File: src/rtl/core/assert_macros.svh
// ----------------------------------------------------------------------------
// assert_macros.svh
// Concurrent assertion macros shared by the RTL files.
// ----------------------------------------------------------------------------
`ifndef ASSERT_MACROS_SVH
`define ASSERT_MACROS_SVH

`ifndef SYNTHESIS

// check on every rising edge, skipped while reset is asserted
`define ASSERT_RST(label, clk, rst_n, prop) \
    label: assert property (@(posedge clk) disable iff (!rst_n) prop) \
        else $error("assertion failed");

// check on every rising edge, reset included
`define ASSERT_CLK(label, clk, prop) \
    label: assert property (@(posedge clk) prop) \
        else $error("assertion failed");

`else

`define ASSERT_RST(label, clk, rst_n, prop)
`define ASSERT_CLK(label, clk, prop)

`endif

`endif

File: src/rtl/core/fbw_pkg.sv
// ----------------------------------------------------------------------------
// fbw_pkg
// Types, codes and sizes shared by the fit selection block.
// ----------------------------------------------------------------------------
`default_nettype none

package fbw_pkg;

    localparam int TABLE_DEPTH = 16;
    localparam int SIZE_WIDTH  = 16;
    localparam int IDX_W       = $clog2(TABLE_DEPTH);
    localparam int CNT_W       = $clog2(TABLE_DEPTH + 1);

    localparam logic [1:0] CMD_CLEAR   = 2'd0;
    localparam logic [1:0] CMD_APPEND  = 2'd1;
    localparam logic [1:0] CMD_REQUEST = 2'd2;

    localparam logic [1:0] STS_ALLOCATED = 2'd0;
    localparam logic [1:0] STS_ZERO_REQ  = 2'd1;
    localparam logic [1:0] STS_NO_FIT    = 2'd2;

    typedef struct packed {
        logic [1:0]            cmd;
        logic [SIZE_WIDTH-1:0] value;
    } fbw_in_t;

    typedef struct packed {
        logic [1:0]            status;
        logic [IDX_W-1:0]      first_index;
        logic [SIZE_WIDTH-1:0] first_size;
        logic [IDX_W-1:0]      best_index;
        logic [SIZE_WIDTH-1:0] best_size;
        logic [IDX_W-1:0]      worst_index;
        logic [SIZE_WIDTH-1:0] worst_size;
    } fbw_out_t;

    typedef struct packed {
        logic accept;
        logic step;
        logic load_out;
    } fbw_ctl_t;

    typedef struct packed {
        logic is_request;
        logic scan_done;
        logic out_free;
    } fbw_sts_t;

endpackage

`default_nettype wire

File: src/rtl/core/fbw_ctrl.sv
// ----------------------------------------------------------------------------
// fbw_ctrl
// Sequencer: takes a word, runs the table scan for a request, hands off the result.
// ----------------------------------------------------------------------------
`default_nettype none

`include "assert_macros.svh"

module fbw_ctrl
    import fbw_pkg::*;
(
    input  wire logic     clk,
    input  wire logic     rst_n,
    input  wire logic     cmd_valid,
    output logic          cmd_stall,
    input  wire fbw_sts_t sts,
    output fbw_ctl_t      ctl
);

    typedef enum logic [1:0] {
        S_IDLE,
        S_SCAN,
        S_FINISH
    } state_t;

    state_t state_reg;
    state_t state_next;

    assign cmd_stall = (state_reg != S_IDLE);

    always_comb
    begin
        ctl        = '0;
        state_next = state_reg;
        unique case (state_reg)
            S_IDLE:
            begin
                ctl.accept = cmd_valid;
                if (cmd_valid && sts.is_request)
                begin
                    state_next = S_SCAN;
                end
            end
            S_SCAN:
            begin
                ctl.step = 1'b1;
                if (sts.scan_done)
                begin
                    state_next = S_FINISH;
                end
            end
            S_FINISH:
            begin
                ctl.load_out = sts.out_free;
                if (sts.out_free)
                begin
                    state_next = S_IDLE;
                end
            end
            default:
            begin
                state_next = S_IDLE;
            end
        endcase
    end

    always_ff @(posedge clk or negedge rst_n)
    begin
        if (!rst_n)
        begin
            state_reg <= S_IDLE;
        end
        else
        begin
            state_reg <= state_next;
        end
    end

    `ASSERT_RST(a_accept_idle, clk, rst_n, ctl.accept |-> (state_reg == S_IDLE))
    `ASSERT_RST(a_finish_exit, clk, rst_n, ctl.load_out |=> (state_reg == S_IDLE))
    `ASSERT_RST(a_scan_path, clk, rst_n,
        (state_reg == S_FINISH) |-> ($past(state_reg) == S_SCAN || $past(state_reg) == S_FINISH))

endmodule

`default_nettype wire

File: src/rtl/core/fbw_dpath.sv
// ----------------------------------------------------------------------------
// fbw_dpath
// Size table, scan pointer, fit trackers and output register.
// ----------------------------------------------------------------------------
`default_nettype none

`include "assert_macros.svh"

module fbw_dpath
    import fbw_pkg::*;
(
    input  wire logic     clk,
    input  wire logic     rst_n,
    input  wire fbw_in_t  cmd_word,
    input  wire fbw_ctl_t ctl,
    output fbw_sts_t      sts,
    output logic          res_valid,
    input  wire logic     res_stall,
    output fbw_out_t      res_word
);

    logic [SIZE_WIDTH-1:0] mem [TABLE_DEPTH];

    logic [CNT_W-1:0]      count_reg;
    logic [CNT_W-1:0]      addr_reg;
    logic                  pend_reg;
    logic                  found_reg;
    logic                  out_valid_reg;
    logic [SIZE_WIDTH-1:0] req_reg;
    logic [SIZE_WIDTH-1:0] rd_data_reg;
    logic [IDX_W-1:0]      rd_idx_reg;
    logic [IDX_W-1:0]      first_idx_reg;
    logic [SIZE_WIDTH-1:0] first_size_reg;
    logic [IDX_W-1:0]      best_idx_reg;
    logic [SIZE_WIDTH-1:0] best_size_reg;
    logic [IDX_W-1:0]      worst_idx_reg;
    logic [SIZE_WIDTH-1:0] worst_size_reg;
    fbw_out_t              out_reg;
    fbw_out_t              out_next;

    logic                  issue_done;
    logic                  append_ok;
    logic                  fits;

    assign issue_done     = (addr_reg == count_reg);
    assign append_ok      = (count_reg < CNT_W'(TABLE_DEPTH));
    assign fits           = pend_reg && (rd_data_reg >= req_reg);

    assign sts.is_request = (cmd_word.cmd == CMD_REQUEST);
    assign sts.scan_done  = issue_done && !pend_reg;
    assign sts.out_free   = !out_valid_reg || !res_stall;

    assign res_valid = out_valid_reg;
    assign res_word  = out_reg;

    // table write on append, one registered read per scan step
    always_ff @(posedge clk)
    begin
        if (ctl.accept && (cmd_word.cmd == CMD_APPEND) && append_ok)
        begin
            mem[count_reg[IDX_W-1:0]] <= cmd_word.value;
        end
        if (ctl.step && !issue_done)
        begin
            rd_data_reg <= mem[addr_reg[IDX_W-1:0]];
            rd_idx_reg  <= addr_reg[IDX_W-1:0];
        end
    end

    always_ff @(posedge clk or negedge rst_n)
    begin
        if (!rst_n)
        begin
            count_reg     <= '0;
            addr_reg      <= '0;
            pend_reg      <= 1'b0;
            found_reg     <= 1'b0;
            out_valid_reg <= 1'b0;
        end
        else
        begin
            if (ctl.accept)
            begin
                unique case (cmd_word.cmd)
                    CMD_CLEAR:
                    begin
                        count_reg <= '0;
                        addr_reg  <= '0;
                    end
                    CMD_APPEND:
                    begin
                        if (append_ok)
                        begin
                            count_reg <= count_reg + CNT_W'(1);
                        end
                    end
                    CMD_REQUEST:
                    begin
                        found_reg <= 1'b0;
                        pend_reg  <= 1'b0;
                        addr_reg  <= (cmd_word.value == '0) ? count_reg : '0;
                    end
                    default:
                    begin
                    end
                endcase
            end
            if (ctl.step)
            begin
                pend_reg <= !issue_done;
                if (!issue_done)
                begin
                    addr_reg <= addr_reg + CNT_W'(1);
                end
                if (fits)
                begin
                    found_reg <= 1'b1;
                end
            end
            if (ctl.load_out)
            begin
                out_valid_reg <= 1'b1;
            end
            else if (!res_stall)
            begin
                out_valid_reg <= 1'b0;
            end
        end
    end

    always_comb
    begin
        out_next = '0;
        priority if (req_reg == '0)
        begin
            out_next.status = STS_ZERO_REQ;
        end
        else if (!found_reg)
        begin
            out_next.status = STS_NO_FIT;
        end
        else
        begin
            out_next.status      = STS_ALLOCATED;
            out_next.first_index = first_idx_reg;
            out_next.first_size  = first_size_reg;
            out_next.best_index  = best_idx_reg;
            out_next.best_size   = best_size_reg;
            out_next.worst_index = worst_idx_reg;
            out_next.worst_size  = worst_size_reg;
        end
    end

    always_ff @(posedge clk)
    begin
        if (ctl.accept && sts.is_request)
        begin
            req_reg <= cmd_word.value;
        end
        if (ctl.step && fits)
        begin
            if (!found_reg)
            begin
                first_idx_reg  <= rd_idx_reg;
                first_size_reg <= rd_data_reg;
                best_idx_reg   <= rd_idx_reg;
                best_size_reg  <= rd_data_reg;
                worst_idx_reg  <= rd_idx_reg;
                worst_size_reg <= rd_data_reg;
            end
            else
            begin
                if (rd_data_reg < best_size_reg)
                begin
                    best_idx_reg  <= rd_idx_reg;
                    best_size_reg <= rd_data_reg;
                end
                if (rd_data_reg > worst_size_reg)
                begin
                    worst_idx_reg  <= rd_idx_reg;
                    worst_size_reg <= rd_data_reg;
                end
            end
        end
        if (ctl.load_out)
        begin
            out_reg <= out_next;
        end
    end

    `ASSERT_RST(a_count_range, clk, rst_n, count_reg <= CNT_W'(TABLE_DEPTH))
    `ASSERT_RST(a_addr_range, clk, rst_n, addr_reg <= count_reg)
    `ASSERT_RST(a_fit_order, clk, rst_n,
        (found_reg && !ctl.accept) |-> (best_size_reg <= worst_size_reg &&
                                        best_size_reg >= req_reg &&
                                        first_size_reg >= best_size_reg))

endmodule

`default_nettype wire

File: src/rtl/core/first_best_worst_fit_select.sv
// ----------------------------------------------------------------------------
// first_best_worst_fit_select
// First, best and worst fit selection over a table of free block sizes.
//
// Input channel (cmd_valid / cmd_stall / cmd_word): a word carries a command
// and a value. Clear empties the table, append stores the value as the next
// block size (dropped when the table holds 16 entries), request searches the
// table for the value. Clear and append give no result. A request scans the
// table one entry per cycle through the table read port; an empty table or a
// zero request skips the scan.
// Output channel (res_valid / res_stall / res_word): one word per request
// with status and the three choices. The result sits in an output register,
// so the next word is taken while it waits; a request that finishes while
// that register is still stalled holds until it drains.
// Reset empties the table and drops any pending result.
// ----------------------------------------------------------------------------
`default_nettype none

module first_best_worst_fit_select
    import fbw_pkg::*;
(
    input  wire logic    clk,
    input  wire logic    rst_n,
    input  wire logic    cmd_valid,
    output logic         cmd_stall,
    input  wire fbw_in_t cmd_word,
    output logic         res_valid,
    input  wire logic    res_stall,
    output fbw_out_t     res_word
);

    fbw_ctl_t ctl;
    fbw_sts_t sts;

    fbw_ctrl u_ctrl (
        .clk       (clk),
        .rst_n     (rst_n),
        .cmd_valid (cmd_valid),
        .cmd_stall (cmd_stall),
        .sts       (sts),
        .ctl       (ctl)
    );

    fbw_dpath u_dpath (
        .clk       (clk),
        .rst_n     (rst_n),
        .cmd_word  (cmd_word),
        .ctl       (ctl),
        .sts       (sts),
        .res_valid (res_valid),
        .res_stall (res_stall),
        .res_word  (res_word)
    );

endmodule

`default_nettype wire
File: config.mk
export PLATFORM = sky130hd
export DESIGN_NAME = first_best_worst_fit_select
export DESIGN_NICKNAME = d
export VERILOG_FILES = /design/src/rtl/core/fbw_pkg.sv /design/src/rtl/core/fbw_ctrl.sv /design/src/rtl/core/fbw_dpath.sv /design/src/rtl/core/first_best_worst_fit_select.sv
export VERILOG_INCLUDE_DIRS = /design/src /design/src/rtl/core
export SDC_FILE = /design/constraint.sdc
export NUM_CORES = 1
export LEC_CHECK = 0
export BUFFER_PORTS_ARGS = -buffer_cell sky130_fd_sc_hd__buf_2
export CORE_ASPECT_RATIO = 1.25
export CORE_MARGIN = 3
export CORE_UTILIZATION = 38
export DETAILED_ROUTE_END_ITERATION = 7
export PLACE_DENSITY = 0.58
export SYNTH_ARGS = -nofsm -noshare
export SYNTH_HDL_FRONTEND = slang
export SYNTH_HIERARCHICAL = 1
export SYNTH_SLANG_ARGS = --single-unit
File: constraint.sdc
create_clock -name clk -period 4.65 [get_ports clk]
set_clock_uncertainty 0.05 [all_clocks]
set_input_delay 0.6975 -clock clk [delete_from_list [all_inputs] [get_ports clk]]
set_output_delay 0.6975 -clock clk [all_outputs]
set_load 0.005 [all_outputs]
# Word-level counts from Yosys, hierarchy flattened
# Memories as Yosys holds them, arrays and structs flattened. A register that Yosys moved wholly into a read port is not among the register bits.
# Cells that the tools add are included.
[word_totals]
output_inout_bits = 64
input_bits = 22
regBits = 157
word_cells = 103
ramBits = 256
memories = 1
[classes]
addsub = 2
muxes = 34
n_bitwise = 1
n_lt_le_gt_ge = 4
n_reduce_logical = 28
eq_ne = 12
[memory_table]
columns = ["memory", "words", "word_bits", "read_ports", "rd_clocked_by_memory_dff", "write_ports", "line", "rtl"]
rows = [
  ["u_dpath.mem", 16, 16, 1, 1, 1, "fbw_dpath.sv:22", "logic [SIZE_WIDTH-1:0] mem [TABLE_DEPTH];"],
]
[op_table]
columns = ["op", "n"]
rows = [
  ["$mux W16", 4],
  ["$logic_not A16 Y1", 2],
  ["$mux W5", 5],
  ["$pmux W5 S2", 2],
  ["$ge A16 B16 Y1", 1],
  ["$gt A16 B16 Y1", 1],
  ["$lt A16 B16 Y1", 1],
  ["$mux W4", 4],
  ["$mux W1", 14],
  ["$add A5 B1 Y5 const B", 2],
  ["$logic_and A1 B1 Y1", 8],
  ["$mux W2", 4],
  ["$ne A2 B1 Y1 const B", 4],
  ["$reduce_and A2 Y1", 4],
  ["$reduce_bool A2 Y1", 4],
  ["$ne A2 B2 Y1 const B", 3],
  ["$pmux W2 S3", 1],
  ["$reduce_and A3 Y1", 2],
  ["$eq A5 B5 Y1", 1],
  ["$lt A5 B5 Y1 const B", 1],
  ["$eq A2 B1 Y1 const B", 2],
  ["$eq A2 B2 Y1 const B", 2],
  ["$logic_not A1 Y1", 4],
  ["$logic_not A2 Y1", 2],
  ["other kinds (3)", 3],
]

# Logic depth before layout (Yosys ltp)
[depth]
depth_word = 6
depth_mapped = 7
depth_no_buf = 7

# Cells and area by module
# Netlist, hierarchy kept.
[modules_own_cells]
columns = ["mod", "cells_per_inst", "area_each_um2", "instances", "seq_area_each_um2"]
rows = [
  ["fbw_dpath", 916, 17045.1, 1, 12757.2],
  ["fbw_ctrl", 14, 127.6, 1, 50.0],
]

# Least setup slack after synthesis
# Ideal clock, no wire load.
[synth_timing]
path_type = "input -> register"
from = "input res_stall"
to = "register u_dpath.out_reg, in the netlist u_dpath/res_word[0], enable pin"
path_slack_ns = 0.652
stages = 3
arrival_time_ns = 3.464
required_ns = 4.116
n_path_buf = 0
setup_time_ns = 0.484
cell_sequence = "nand2_1 -> nand2_1 -> nor2_1"
[synth_rtl]
columns = ["item", "line", "rtl"]
rows = [
  ["from (decl)", "first_best_worst_fit_select.sv:28", "input wire logic res_stall,"],
  ["to (signal assigned)", "fbw_dpath.sv:187", "out_reg <= out_next;"],
  ["to (decl)", "fbw_dpath.sv:38", "fbw_out_t out_reg;"],
]

# Worst setup path after layout
[layout_timing]
from = "register u_dpath.rd_data_reg[9] (read register of u_dpath.mem)"
to = "register u_dpath.best_size_reg[4], enable pin"
[layout_between]
elab_chain_len = 4
word_cells_on_any_way = 6
classes_between = "order compare: 2; eq/ne: 1; reduce/logical: 3"
[layout_rtl]
columns = ["item", "line", "rtl"]
rows = [
  ["from (decl)", "fbw_dpath.sv:30", "logic [SIZE_WIDTH-1:0] rd_data_reg;"],
  ["$ge A16 B16 Y1", "fbw_dpath.sv:47", "assign fits = pend_reg && (rd_data_reg >= req_reg);"],
  ["$logic_and A1 B1 Y1", "fbw_dpath.sv:47", ""],
  ["$logic_and A1 B1 Y1", "fbw_dpath.sv:160", "if (ctl.step && fits)"],
  ["$reduce_and A2 Y1 (no line) *", "n/a", ""],
  ["to (signal assigned)", "fbw_dpath.sv:167", "best_size_reg <= rd_data_reg;"],
  ["to (signal assigned)", "fbw_dpath.sv:176", "best_size_reg <= rd_data_reg;"],
  ["to (decl)", "fbw_dpath.sv:35", "logic [SIZE_WIDTH-1:0] best_size_reg;"],
]
# Mark *: on every way between the ends. The rest lies on a longest branch, timed or not.
# A chain may end at the register's enable or synchronous reset.

==> flow_summary.yaml <==
power:
  swShare_pct: 29.4
  p_per_area_nw_per_um2: 581
  power.share.sequential_pct: 46.3
  leakage_nw: 6.92
  p_int_mw: 8.14
  pwr-share-comb_pct: 23.4
  switchingPower_mw: 3.40
  ir_worst_vdd_mv: 0.317
  clockPowerShare_pct: 30.3
  finalPower_mw: 11.5
route:
  drc_errors: 0
  vias_per_cell: 5.10
  drt-initial-drc-count: 434
  wire_per_inst_um: 21.5
  vias: 8470
  dr.pass1.iters: 4
  drtAntennaViolNets: 0
  wl_um: 35700
final_layout:
  area_growth_pct: 15.6
  diodes: 0
  nNetsFinal: 1127
  fillCellCount: 3829
  largest_reg_flops: 256
  multiInputGateArea_um2: 4040
  drive_above_1_share_pct: 24.9
  seqCellArea_um2: 12800
clocking:
  cts.hold.buffers_added: 0
  cts_inserted_buffers: 44
  worstSkewPairLatency_ps: 560
  cts_root_buf: "clkbuf_16"
  clockBufferDepth: 3
  postCtsSetupRepairBufs: 0
  ctsResizeCount: 0
  cts_tree: "built"
  ctsHtreeMaxLevel: 2
  clkTransAtPathRegs_ps: 60
  cts.sinks: 429
placed_design:
  gp_congestion: 0.777
  portBuffers: 85
  dp_worst_setup_slack_ps: 1690
  dp_hpwl_um: 22500
synth:
  syn_avg_cell_area_um2: 18.5
  ys_ff_latch: 429
  yosysWarningCount: 6
  synthCells: 930
  synth_cell_types: 52
  synth_edf_count: 414
  synth_area_um2: 17200
  async_reset_ff_share_pct: 3.50
  syn_nets: 1004
  ys_seq_area_share_pct: 74.6
  ys.flop_type: "edfxtp_1"
die:
  die_area_um2: 47800
  initial_core_util_pct: 38.7
  die_x_um: 196
  core_um2: 44300
  die_h_um: 244
  rows: 86
  ios: 86
setup_path:
  critPathMaxFanout: 11
  path_cells: "ha_1, a21oi_1, o21a_1, a211oi_1, o21ai_0, a22oi_2, buf_4"
  slowest_stage: "a22oi_2"
  critPathRequiredTime_ps: 4840
  critPathArrivalTime_ps: 3080
  cpPeakStageDelay_ps: 620
  start_kind: "flip-flop"
  cp_top_family: "compound AO/OA/AOI/OAI gates"
  cp-end-kind: "flip-flop"
  reg2reg_setup_slack_ps: 1760
  path_buf_inv: 1
  criticalPathCategory: "reg2reg"
timing:
  fin_crit_sh_pct: 62.2
  timing.final.crit_period_ps: 2890
  setup_slack_ps: 1760
  worst_pin_slew_ps: 1040
  timing.setup.tns_ps: 0
  hold_ws_ps: 13.8
  hold_viol: 0
  rsz0062_at_grt: "no"
  drv_slew: 0
  setup_violations: 0
  slew_headroom_pct: 30.2
  max_freq_ghz: 0.346
global_route:
  grt_usage_pct: 15.0
  grt_first_pass_wirelength_um: 54400
  antenna_found_initial: 0
  grt_pass1_vias: 8938
  grt_max_degree: 69
  overflow: 0
outcome:
  outcome: "complete, no violations"
flow_run:
  cap_violations: 0
min_path:
  min_path_type: "in2async"
==> layer usage <==
layer / routed length, um / track usage (%)
met5: 0 / 0
met4: 1160 / 5.54
met3: 1650 / 2.35
met2: 18600 / 26.8
met1: 14200 / 18.4
==> logic make-up after synthesis <==
logic type	Yosys count	share of synthesized area, %
buf+inv	89	2.13
mux	84	9.57
fa+ha+maj	52	3.79
flops	429	74.6
simple gates	178	6.05
xor+xnor	5	0.255
compound gates	93	3.64
==> final cells by class <==
type | instances | area share (%)
inverters | 53 | 1.00
well taps | 572 | 3.61
repair buffers | 113 | 3.20
clock buffers | 53 | 5.83
flip-flops and latches | 429 | 64.6
multi-input cells | 412 | 20.4
clock inverters | 28 | 1.42
==> power by group through the flow <==
stage               combinational (mW)  clock (mW)  sequential (mW)
finish                            2.70        3.49             5.34
global placement                  2.71           0             5.44
detailed placement                2.75           0             5.44
CTS                               2.76        3.59             5.36
global route                      3.02        3.75             5.42
floorplan                         2.12           0             5.13
==> worst paths after layout <==
check,endpoint,cells after the start,from
max,u_dpath/best_size_reg[4],7,u_dpath/rd_data_reg[9]
min,u_dpath/count_reg[4],1,rst_n
max reg2reg,u_dpath/best_size_reg[4],7,u_dpath/rd_data_reg[9]
min reg2reg,u_dpath/best_idx_reg[1],0,u_dpath/rd_idx_reg[1]
max in group asynchronous,u_dpath/addr_reg[0],1,rst_n
min in group clk,u_dpath/res_valid,3,res_stall
==> stage by stage <==
step | std cells | utilization, % | cell area, um^2
floorplan | 930 | - | 17200
global placement | 1579 | 41.5 | 18400
detailed placement | 1579 | 41.5 | 18400
CTS | 1660 | 44.8 | 19800
global route | 1660 | 44.8 | 19800
finish | 1660 | 44.8 | 19800
==> synth_stat cells (4+ instances only) <==
| cell | count | area, um^2 |
|---|---|---|
| a211oi_1 | 19 | 143 |
| a21o_1 | 8 | 60.1 |
| a21oi_1 | 37 | 185 |
| and2_1 | 60 | 375 |
| and3_1 | 4 | 25.0 |
| buf_1 | 4 | 15.0 |
| buf_2 | 7 | 35.0 |
| buf_4 | 6 | 45.0 |
| clkbuf_1 | 19 | 71.3 |
| dfrtp_1 | 15 | 375 |
| edfxtp_1 | 414 | 12400 |
| ha_1 | 52 | 651 |
| inv_1 | 53 | 199 |
| mux2i_1 | 19 | 190 |
| mux4_2 | 64 | 1440 |
| nand2_1 | 23 | 86.3 |
| nand2b_1 | 7 | 43.8 |
| nand4_1 | 6 | 37.5 |
| nor2_1 | 22 | 82.6 |
| nor2b_1 | 20 | 125 |
| nor3_1 | 7 | 35.0 |
| nor4_1 | 7 | 43.8 |
| o21ai_0 | 6 | 30.0 |
| xor2_1 | 5 | 43.8 |
==> cell usage in the layout, fill, tap and decap left out, types with 7 or more instances in the layout <==
cell and n:
a21oi_1 35, nand2b_1 7, ha_1 52, inv_1 53, mux2i_1 19, dfrtp_1 11
clkbuf_1 8, a21o_1 8, a211oi_1 19, buf_4 28, nand2_1 23, inv_6 8
clkinv_2 7, buf_2 85, nor2_1 21, edfxtp_1 414, and2_1 60, nor2b_1 19
nor4_1 7, clkbuf_16 45, mux4_2 64
Power figures use the tool's default switching activity.
